**src/hdl/ffba_ram.sv**
```systemverilog
// Generic simple dual-port RAM: one write port, one registered read port.
// No dependencies.
`default_nettype none

module ffba_ram #(
  parameter int unsigned WIDTH = 32,
  parameter int unsigned DEPTH = 64,
  localparam int unsigned AW = (DEPTH > 1) ? $clog2(DEPTH) : 1
) (
  input  wire logic             clk_i,
  input  wire logic             wr_en_i,
  input  wire logic [AW-1:0]    wr_addr_i,
  input  wire logic [WIDTH-1:0] wr_data_i,
  input  wire logic             rd_en_i,
  input  wire logic [AW-1:0]    rd_addr_i,
  output logic      [WIDTH-1:0] rd_data_o
);

  logic [WIDTH-1:0] mem_q [DEPTH];

  always_ff @(posedge clk_i) begin
    if (wr_en_i) begin
      mem_q[wr_addr_i] <= wr_data_i;
    end
    if (rd_en_i) begin
      rd_data_o <= mem_q[rd_addr_i];
    end
  end

endmodule

`default_nettype wire

```
**config.mk**
```make
export PLATFORM = sky130hd
export DESIGN_NAME = ffba_ram
export DESIGN_NICKNAME = d
export VERILOG_FILES = /design/src/hdl/ffba_ram.sv
export SDC_FILE = /design/constraint.sdc
export NUM_CORES = 2
export LEC_CHECK = 0
export BUFFER_PORTS_ARGS = -buffer_cell sky130_fd_sc_hd__buf_2
export CAP_MARGIN = 5
export CORE_MARGIN = 10
export CORE_UTILIZATION = 40
export DETAILED_ROUTE_END_ITERATION = 7
export PLACE_DENSITY = 0.65
export SLEW_MARGIN = 30
export SYNTH_ARGS = -nofsm -noshare
export SYNTH_HDL_FRONTEND = slang
export SYNTH_SLANG_ARGS = --single-unit
```
**constraint.sdc**
```tcl
create_clock -name clk_i -period 4.97 [get_ports clk_i]
set_input_delay 0.7455 -clock clk_i [delete_from_list [all_inputs] [get_ports clk_i]]
set_output_delay 0.7455 -clock clk_i [all_outputs]
set_load 0.05 [all_outputs]
```
==> results.toml <==
[die]
start_util_pct = 40.3
die_height_um = 464
dieArea_mm2 = 0.215
rows = 162
dieWidth_um = 464
placeableCoreArea_mm2 = 0.195
boundaryPins = 79

[synthesis]
synth_area_mm2 = 0.0788
synthTopCellsByArea = "edfxtp_1 (79%), mux4_2 (16%), mux2i_1 (1.2%)"
ys.flop_type = "edfxtp_1"
syn_inst = 3324
yosysMostFrequentCell = "edfxtp_1"
synthArstFlopShare_pct = 0
synth.avg_cell_area_um2 = 23.7
synthDominantCellAreaShare_pct = 79.2
ys_seq_area_share_pct = 79.2
synth_fp_nets = 3371
synth_edf_count = 2080
yosys_register_bits = 2080
synth.distinct_cells = 33
yosysTopAreaCell = "edfxtp_1"
yosysWarningCount = 0
synth_common_cells = "edfxtp_1 (2,080), mux4_2 (544), nor2_1 (137), mux2i_1 (93), o22ai_1 (84)"

[placed_design]
routabilityCongestion = 0.791
io_buffers = 78
hpwl_um = 115000
placed_cell_area_mm2 = 0.0838

[setup_path]
worstSetupEndpointType = "flop"
worstSetupStartpointType = "input port"
cp_max_fo = 53
worstSetupPathType = "in2reg"
critPathRequiredTime_ps = 5530
critPathSlowestCell = "o22ai_1"
cpMostUsedCell = "mux4_2"
crit_arrival_ps = 3780
rr_endpoint = "rd_data_o[25]"
reg2regPathDepth = 4
r2r_start = "mem_q[26][25]"
slowest_delay_ps = 760
crit_chain = "buf_8 -> buf_12 -> mux4_2 -> mux4_2 -> o22ai_1 -> nor2_1"
r2r_slack_ps = 2480

[power]
power_switching_uw = 7730
comb_power_share_pct = 5.0
report.power.total_uw = 36500
p_clk_share_pct = 41.5
irDropWorstVdd_mv = 0.275
power_leakage_uw = 0.0280
p_int_uw = 28800
swShare_pct = 21.2
pwr_density_cell_mw_per_mm2 = 404
p_seq_share_pct = 53.5

[sta]
slew_headroom_pct = 34.4
fin_skew_ps = 26.7
worst_pin_slew_ps = 981
fmax_mhz = 311
finalHoldViolCount = 0
finalSetupTns_ps = 0
setup_violations = 0
drv_slew = 0
fin_crit_sh_pct = 64.8
layout_min_cycle_time_ps = 3220
rsz0062_at_grt = "false"

[final_layout]
area_growth_syn_to_layout_pct = 14.7
fillers = 15900
stdcell_area_mm2 = 0.0904
nets = 3649
seqCellArea_mm2 = 0.0625
post_route_cells_drive_above_1_share_pct = 30.6
multi_input_area_mm2 = 0.0160

[detailed_routing]
routedWlPerCell_um = 32.0
drcViolationCount = 0
drt_first_pass_iters = 5
drt_iter0_markers = 5097
via_per_inst = 5.86
via_count = 37500
ant_nets = 0
routed_wirelength_um = 205000

[clock_network]
cts_tree = "built"
cts.sinks = 2080
cts_buffers = 204
clk_latency_ps = 840
postCtsHoldBufs = 0
clock-root-buffer = "clkbuf_16"
cts_resized = 0
max-clock-path-buffers = 3
h-tree-depth = 4
cts_setup_buffers = 0
path_clk_slew_ps = 60

[global_route]
grt_start_max_net_pins = 74
grt_pass1_wl_um = 292000
met2_usage_pct = 30.7
met1_usage_pct = 25.6
overflow = 0
grt_use_total_pct = 18.8
grt_pass1_vias = 38100
grt.met3_usage_pct = 3.35
antenna_found_initial = 15
busiest_layer = "met2"

[min_path]
hp-start = "wr_data_i[3]"
hp-class = "in2reg"
hold_end = "mem_q[32][3]"
holdPathStages = 1

[flow_run]
maxCapViolCount = 0

[status]
status = "finished, final reports clean"
cell families (layout without fill, tap and decap cells):
family                 count (synthesis)  after routing  share of synthesized area [%]
and+or+nand+nor                      223            223                           1.26
muxes                                637            637                           16.7
DFF                                 2080           2080                           79.2
AOI/OAI and AO/OA                    202            202                           1.67
other                                  0              9                              0
buffers and inverters                182            627                           1.12
cell usage in the layout (no fill, tap or decap), types with 2 or more instances in the layout:
master / n
o22ai_1: 84
buf_8: 3
mux2i_1: 93
or3b_1: 2
clkbuf_16: 208
a311oi_1: 8
nor2_1: 75
o221ai_1: 27
or3_1: 3
nand3b_1: 5
nand2b_1: 7
inv_6: 6
nand3_1: 5
mux4_2: 544
or2_2: 2
nor3_2: 2
and3_1: 4
clkinv_1: 55
a41o_1: 4
a21oi_1: 62
buf_4: 174
nand2_1: 26
clkbuf_1: 35
clkinv_2: 40
nor3_1: 5
or3b_2: 3
buf_12: 26
nand4_1: 2
clkinvlp_4: 2
nor2_4: 62
bufinv_16: 20
clkinv_8: 2
diode_2: 9
nor2b_1: 15
a22oi_1: 12
inv_16: 3
edfxtp_1: 2080
o32ai_1: 4
buf_2: 50
through the flow:
stage	std cells	hold slack, ps	setup WS (ps)	util (%)
3_5_place_dp	6020	835	818	42.9
4_1_cts	6393	416	1720	46.3
3_3_place_gp	6019	817	806	42.9
6_report	6402	434	1750	46.3
2_1_floorplan	3324	750	1060	-
5_1_grt	6398	448	1600	46.3
power groups by stage:
stage	logic, uW	clock network [uW]	registers (uW)
2_1_floorplan	945	0	20000
3_3_place_gp	1830	0	19900
3_5_place_dp	1860	0	19900
4_1_cts	1860	15400	19500
5_1_grt	1950	16000	19500
6_report	1840	15200	19500
worst max-delay path: cells and delay by family:
kind / cells / cell delay, ps
simple gates: 1 / 110
buf+inv: 2 / 910
compound gates: 1 / 760
mux: 2 / 1080
metal layers:
| layer | up-vias | wire, um |
|---|---|---|
| met5 | - | 12 |
| met4 | 2 | 6530 |
| met3 | 306 | 18500 |
| met2 | 1932 | 101000 |
| met1 | 20300 | 79300 |
| li1 | 14900 | - |
registers in the layout (all words and copies together), names as in the netlist:
name	flops
mem_q	2048
rd_data_o	32
final cells by class:
class | count | area share, %
Clock buffer | 243 | 5.90
Sequential cell | 2080 | 69.1
Antenna cell | 9 | 0.0249
Timing Repair Buffer | 254 | 2.36
Tap cell | 2624 | 3.63
Clock inverter | 130 | 1.33
Multi-Input combinational cell | 1062 | 17.7
how the worst max path moves through the flow:
stage,startpoint,to,slack (ps),cells after the start
2_1_floorplan,wr_addr_i[3],mem_q[48][0],1060,4
3_3_place_gp,rd_addr_i[0],rd_data_o[9],810,7
3_5_place_dp,rd_addr_i[0],rd_data_o[25],820,6
4_1_cts,rd_addr_i[0],rd_data_o[25],1720,6
5_1_grt,rd_addr_i[0],rd_data_o[25],1600,6
6_report,rd_addr_i[0],rd_data_o[25],1750,6
Power figures use the tool's default switching activity.
