$ cat src/hdl/ffba_pkg.sv
// Shared types and codes for the first-fit block allocator.
// No dependencies; imported by the ALU and top level.
`default_nettype none

package ffba_pkg;

  typedef enum logic [1:0] {
    OP_ALLOC = 2'd0,
    OP_FREE  = 2'd1,
    OP_INIT  = 2'd2
  } ffba_opcode_e;

  typedef enum logic [2:0] {
    ST_OK      = 3'd0,
    ST_REUSED  = 3'd1,
    ST_ZERO    = 3'd2,
    ST_LIMIT   = 3'd3,
    ST_FULL    = 3'd4,
    ST_NULL    = 3'd5,
    ST_DOUBLE  = 3'd6,
    ST_UNKNOWN = 3'd7
  } ffba_status_e;

  typedef enum logic {
    CFG_HEAP_START = 1'b0,
    CFG_HEAP_END   = 1'b1
  } ffba_cfg_idx_e;

  typedef enum logic {
    ALU_ADD = 1'b0,
    ALU_SUB = 1'b1
  } ffba_alu_op_e;

  // 33-bit datapath: totals may exceed 32 bits before the limit check
  localparam int unsigned ALU_W = 33;

  typedef struct packed {
    ffba_alu_op_e     op;
    logic [ALU_W-1:0] a;
    logic [ALU_W-1:0] b;
  } ffba_alu_req_t;

  typedef struct packed {
    logic [ALU_W-1:0] res;
    logic             ge;   // a >= b, valid for ALU_SUB
    logic             eq;   // a == b, valid for ALU_SUB
  } ffba_alu_rsp_t;

  typedef struct packed {
    logic [1:0]  opcode;
    logic [31:0] req_size;
    logic [31:0] user_address;
  } ffba_req_t;

  typedef struct packed {
    logic [31:0] result_address;
    logic [31:0] granted_size;
    logic [2:0]  status;
  } ffba_rsp_t;

endpackage

`default_nettype wire

$ cat src/hdl/ffba_alu.sv
// Shared 33-bit add/subtract-compare unit of the allocator sequencer.
// Depends on ffba_pkg.
`default_nettype none

module ffba_alu (
  input  ffba_pkg::ffba_alu_req_t req_i,
  output ffba_pkg::ffba_alu_rsp_t rsp_o
);
  import ffba_pkg::*;

  logic [ALU_W-1:0] b_eff;
  logic [ALU_W:0]   full;

  always_comb begin
    b_eff = (req_i.op == ALU_SUB) ? ~req_i.b : req_i.b;
    full  = {1'b0, req_i.a} + {1'b0, b_eff} + {{ALU_W{1'b0}}, (req_i.op == ALU_SUB)};
    rsp_o.res = full[ALU_W-1:0];
    rsp_o.ge  = full[ALU_W];          // carry out means no borrow
    rsp_o.eq  = (full[ALU_W-1:0] == '0);
  end

endmodule

`default_nettype wire

$ cat config.mk
export PLATFORM = sky130hd
export DESIGN_NAME = ffba_alu
export DESIGN_NICKNAME = d
export VERILOG_FILES = /design/src/hdl/ffba_pkg.sv /design/src/hdl/ffba_alu.sv
export SDC_FILE = /design/constraint.sdc
export NUM_CORES = 1
export LEC_CHECK = 0
export BUFFER_PORTS_ARGS = -buffer_cell sky130_fd_sc_hd__buf_2
export CAP_MARGIN = 5
export CORE_ASPECT_RATIO = 0.9
export CORE_MARGIN = 1
export CORE_UTILIZATION = 50
export DETAILED_ROUTE_END_ITERATION = 16
export PLACE_DENSITY = 0.85
export SYNTH_ARGS = -nofsm -noshare
export SYNTH_HDL_FRONTEND = slang
export SYNTH_SLANG_ARGS = --single-unit
$ cat constraint.sdc
create_clock -name vclk -period 7.7
set_input_delay 1.54 -clock vclk [all_inputs]
set_output_delay 1.54 -clock vclk [all_outputs]
set_load 0.02 [all_outputs]
==> qor_table.md <==
| Stage | Item | This run |
|:---|:---|:---|
| outcome | Run status | complete, no violations |
| cells and area | Most common cell after layout, fill and taps aside | sky130_fd_sc_hd__buf_2 |
| sta | Slew Limit Fails | 0 |
| critical path | Maximum fanout count along the critical path | 9 |
| placed design | Weighted congestion at the end of routability-driven global placement | 0.9472 |
| routing | M1 wire length | 2793 um |
| sta | Final worst-path cycle share | 0.9523 |
| synthesis | Synth area leaders | sky130_fd_sc_hd__ha_1, sky130_fd_sc_hd__xor2_1, sky130_fd_sc_hd__a21oi_1, sky130_fd_sc_hd__a21o_1, sky130_fd_sc_hd__xnor2_1 |
| sta | Worst slew slack as a fraction of its limit | 0.6263 |
| synthesis | Cell variety after synth | 51 |
| synthesis | Warnings, synthesis | 0 |
| routing | Drt initial violations | 204 |
| floorplanning | Number of placement rows | 22 |
| floorplanning | Die Footprint | 0.004731 mm2 |
| critical path | Worst setup SP type | primary input |
| routing | Vias per cell | 5.893 |
| grt | First-pass GRT wire length | 9922 um |
| routing | Met2 WL post-DR | 2861 um |
| floorplanning | Vertical extent of the die | 65.35 um |
| cells and area | Final Core Density | 0.6624 |
| sta | Fin Setup TNS | 0 ns |
| cells and area | Fraction of layout instances using a drive strength above 1 | 0.2821 |
| power | Power per cell area | 159.4 mW/mm2 |
| grt | Total routing usage reported by global routing | 0.2486 |
| synthesis | Cell type with the highest aggregate area in the netlist | sky130_fd_sc_hd__ha_1 |
| grt | Largest net degree at the start of global routing | 14 |
| cells and area | Number of sequential cells | 0 |
| sta | Min Tclk post-route | 7.333 ns |
| placed design | Cell Count Post-Placement | 457 |
| cells and area | Most frequent cells in the layout | sky130_fd_sc_hd__buf_2, sky130_fd_sc_hd__xor2_1, sky130_fd_sc_hd__ha_1 |
| synthesis | Cells after Synth | 306 |
| grt | Via count of the first global-routing pass | 2315 |
| clock network | Post-CTS setup buffer count | 0 |
| floorplanning | Core area | 0.004184 mm2 |
| clock network | Post-cts gate resize count | 0 |
| hold path | Instance count along the most critical hold path | 3 |
| routing | Top layer used by detailed routing | met4 |
| routing | Overall routed net length | 6296 um |
| power | Worst IR drop on VDD | 0.00009972 V |
| cells and area | Register cell area after layout | 0 um2 |
| power | Leak Pwr | 0.001422 uW |
| routing | First-pass DRT Iterations | 5 |
| synthesis | Mean cell area of the mapped netlist | 7.286 um2 |
| placed design | Detail Placement HPWL | 5367 um |
| floorplanning | Starting density of the core | 0.5329 |
| routing | DRT antenna net count | 0 |
| cells and area | Number of fill cells | 383 |
| grt | Number of antenna violations at the first check in global routing | 0 |
| routing | Via count | 2693 |
| placed design | Area after detailed placement | 0.002771 mm2 |
| clock network | Number of hold-repair buffers added at the cts stage | 0 |
| cells and area | Number of clock buffers in the layout | 0 |
| floorplanning | Top-level I/O count | 102 |
| floorplanning | Horizontal die dimension | 72.39 um |
| routing | Routed wire length on met3 | 560 um |
| sta | Unrepaired setup endpoints after global routing | no |
| sta | Final hold violation count | 0 |
| synthesis | Fraction of post-synthesis cell area in the top cell type by area | 0.1964 |
| synthesis | Post-synth design cell area | 0.002230 mm2 |
| critical path | Critical Path End Type | output pin |
| routing | Routed length per instance | 13.78 um |
| routing | Total DRC errors in the routed layout | 0 |
| grt | Total congestion overflow | 0 |
| cells and area | Post-route cell area | 0.002771 mm2 |
| cells and area | P&R area growth vs syn | 24.30% |
| critical path | Critical path data required time | 6.16 ns |
| synthesis | Part of the Yosys area used for sequential elements | 0 |
| sta | Setup violators final | 0 |
| sta | Transition time at the pin with the least slew margin | 0.5572 ns |
| critical path | Critical path class | primary input to output pin |
| cells and area | Final non-filler cell total | 457 |
| hold path | Path class of the lowest-slack min-delay path | primary input to output pin |
| cells and area | Multi-input logic area | 0.002137 mm2 |
| critical path | Worst Path Arrival | 5.79 ns |
| run | Max capacitance violation total | 0 |
| cells and area | Antenna diodes | 0 |
| sta | Fmax | 136.4 MHz |
| cells and area | Fin nets | 502 |
| placed design | IO Port Bufs | 102 |
| synthesis | Net count after synthesis | 409 |
-- stage by stage --
step / setup slack, ns / hold slack (ns) / total power (uW)
after global placement: 0.5218 / 3.396 / 427.5
final: 0.3671 / 3.404 / 441.6
after detailed placement: 0.5116 / 3.404 / 432.9
after CTS: 0.4787 / 3.405 / 435.1
after floorplan: 0.4046 / 3.210 / 310.0
after global routing: 0.2415 / 3.425 / 472.8
-- path summary, 6_finish.rpt --
path	startpoint	to	slack, ns
hold / removal	req_i[33]	rsp_o[2]	3.40
setup / recovery	req_i[66]	rsp_o[0]	0.37
-- report_power, final --
group / switching (uW) / internal [uW] / leakage [uW] / total (uW)
clock network: 0 / 0 / 0 / 0
logic: 277 / 165 / 0.00142 / 442
registers: 0 / 0 / 0 / 0
total: 277 / 165 / 0.00142 / 442
-- per-layer routing --
layer | global-route usage | vias to the layer above
li1 | - | 1327
met3 | 0.01840 | 12
met4 | 0.03186 | 0
met1 | 0.3382 | 1184
met5 | 0 | -
met2 | 0.4369 | 170
-- layout make-up --
| cell class | instances | area share |
|---|---|---|
| Inverter | 9 | 0.01219 |
| Multi-Input combinational cell | 284 | 0.7711 |
| Tap cell | 60 | 0.02709 |
| Timing Repair Buffer | 104 | 0.1896 |
-- worst max-delay path, stage by stage --
cell and delay [ns]:
sky130_fd_sc_hd__buf_2 0.17, sky130_fd_sc_hd__mux2i_1 0.27, sky130_fd_sc_hd__inv_1 0.09, sky130_fd_sc_hd__fa_1 0.41, sky130_fd_sc_hd__a21oi_1 0.27, sky130_fd_sc_hd__o21ai_2 0.12, sky130_fd_sc_hd__a311o_1 0.46, sky130_fd_sc_hd__xor2_1 0.20
sky130_fd_sc_hd__nor4_1 0.37, sky130_fd_sc_hd__nor4b_1 0.33, sky130_fd_sc_hd__nand4b_1 0.15, sky130_fd_sc_hd__or4_1 0.49, sky130_fd_sc_hd__or4_1 0.46, sky130_fd_sc_hd__nor4b_2 0.26, sky130_fd_sc_hd__buf_2 0.20
-- kinds of logic (layout without fill, tap and decap cells) --
family,count (synthesis),after routing,share of synthesized area
fa+ha+maj,36,36,0.2054
buf+inv,22,113,0.04153
simple gates,79,79,0.1886
xor+xnor,63,63,0.2475
mux,1,1,0.004490
compound gates,105,105,0.3126
-- cell usage after synthesis, drive strengths merged (3+ instances only) --
cell type,n
xor2,50
a31oi,5
inv,9
nand3,6
xnor2,13
ha,35
nand2,20
o21bai,4
or4,6
clkbuf,7
nor2b,3
and2,3
a21oi,36
nor2,12
nand2b,5
a21o,16
nand4,11
o21ai,19
o21a,3
nor3,6
buf,6
Power figures use the tool's default switching activity.
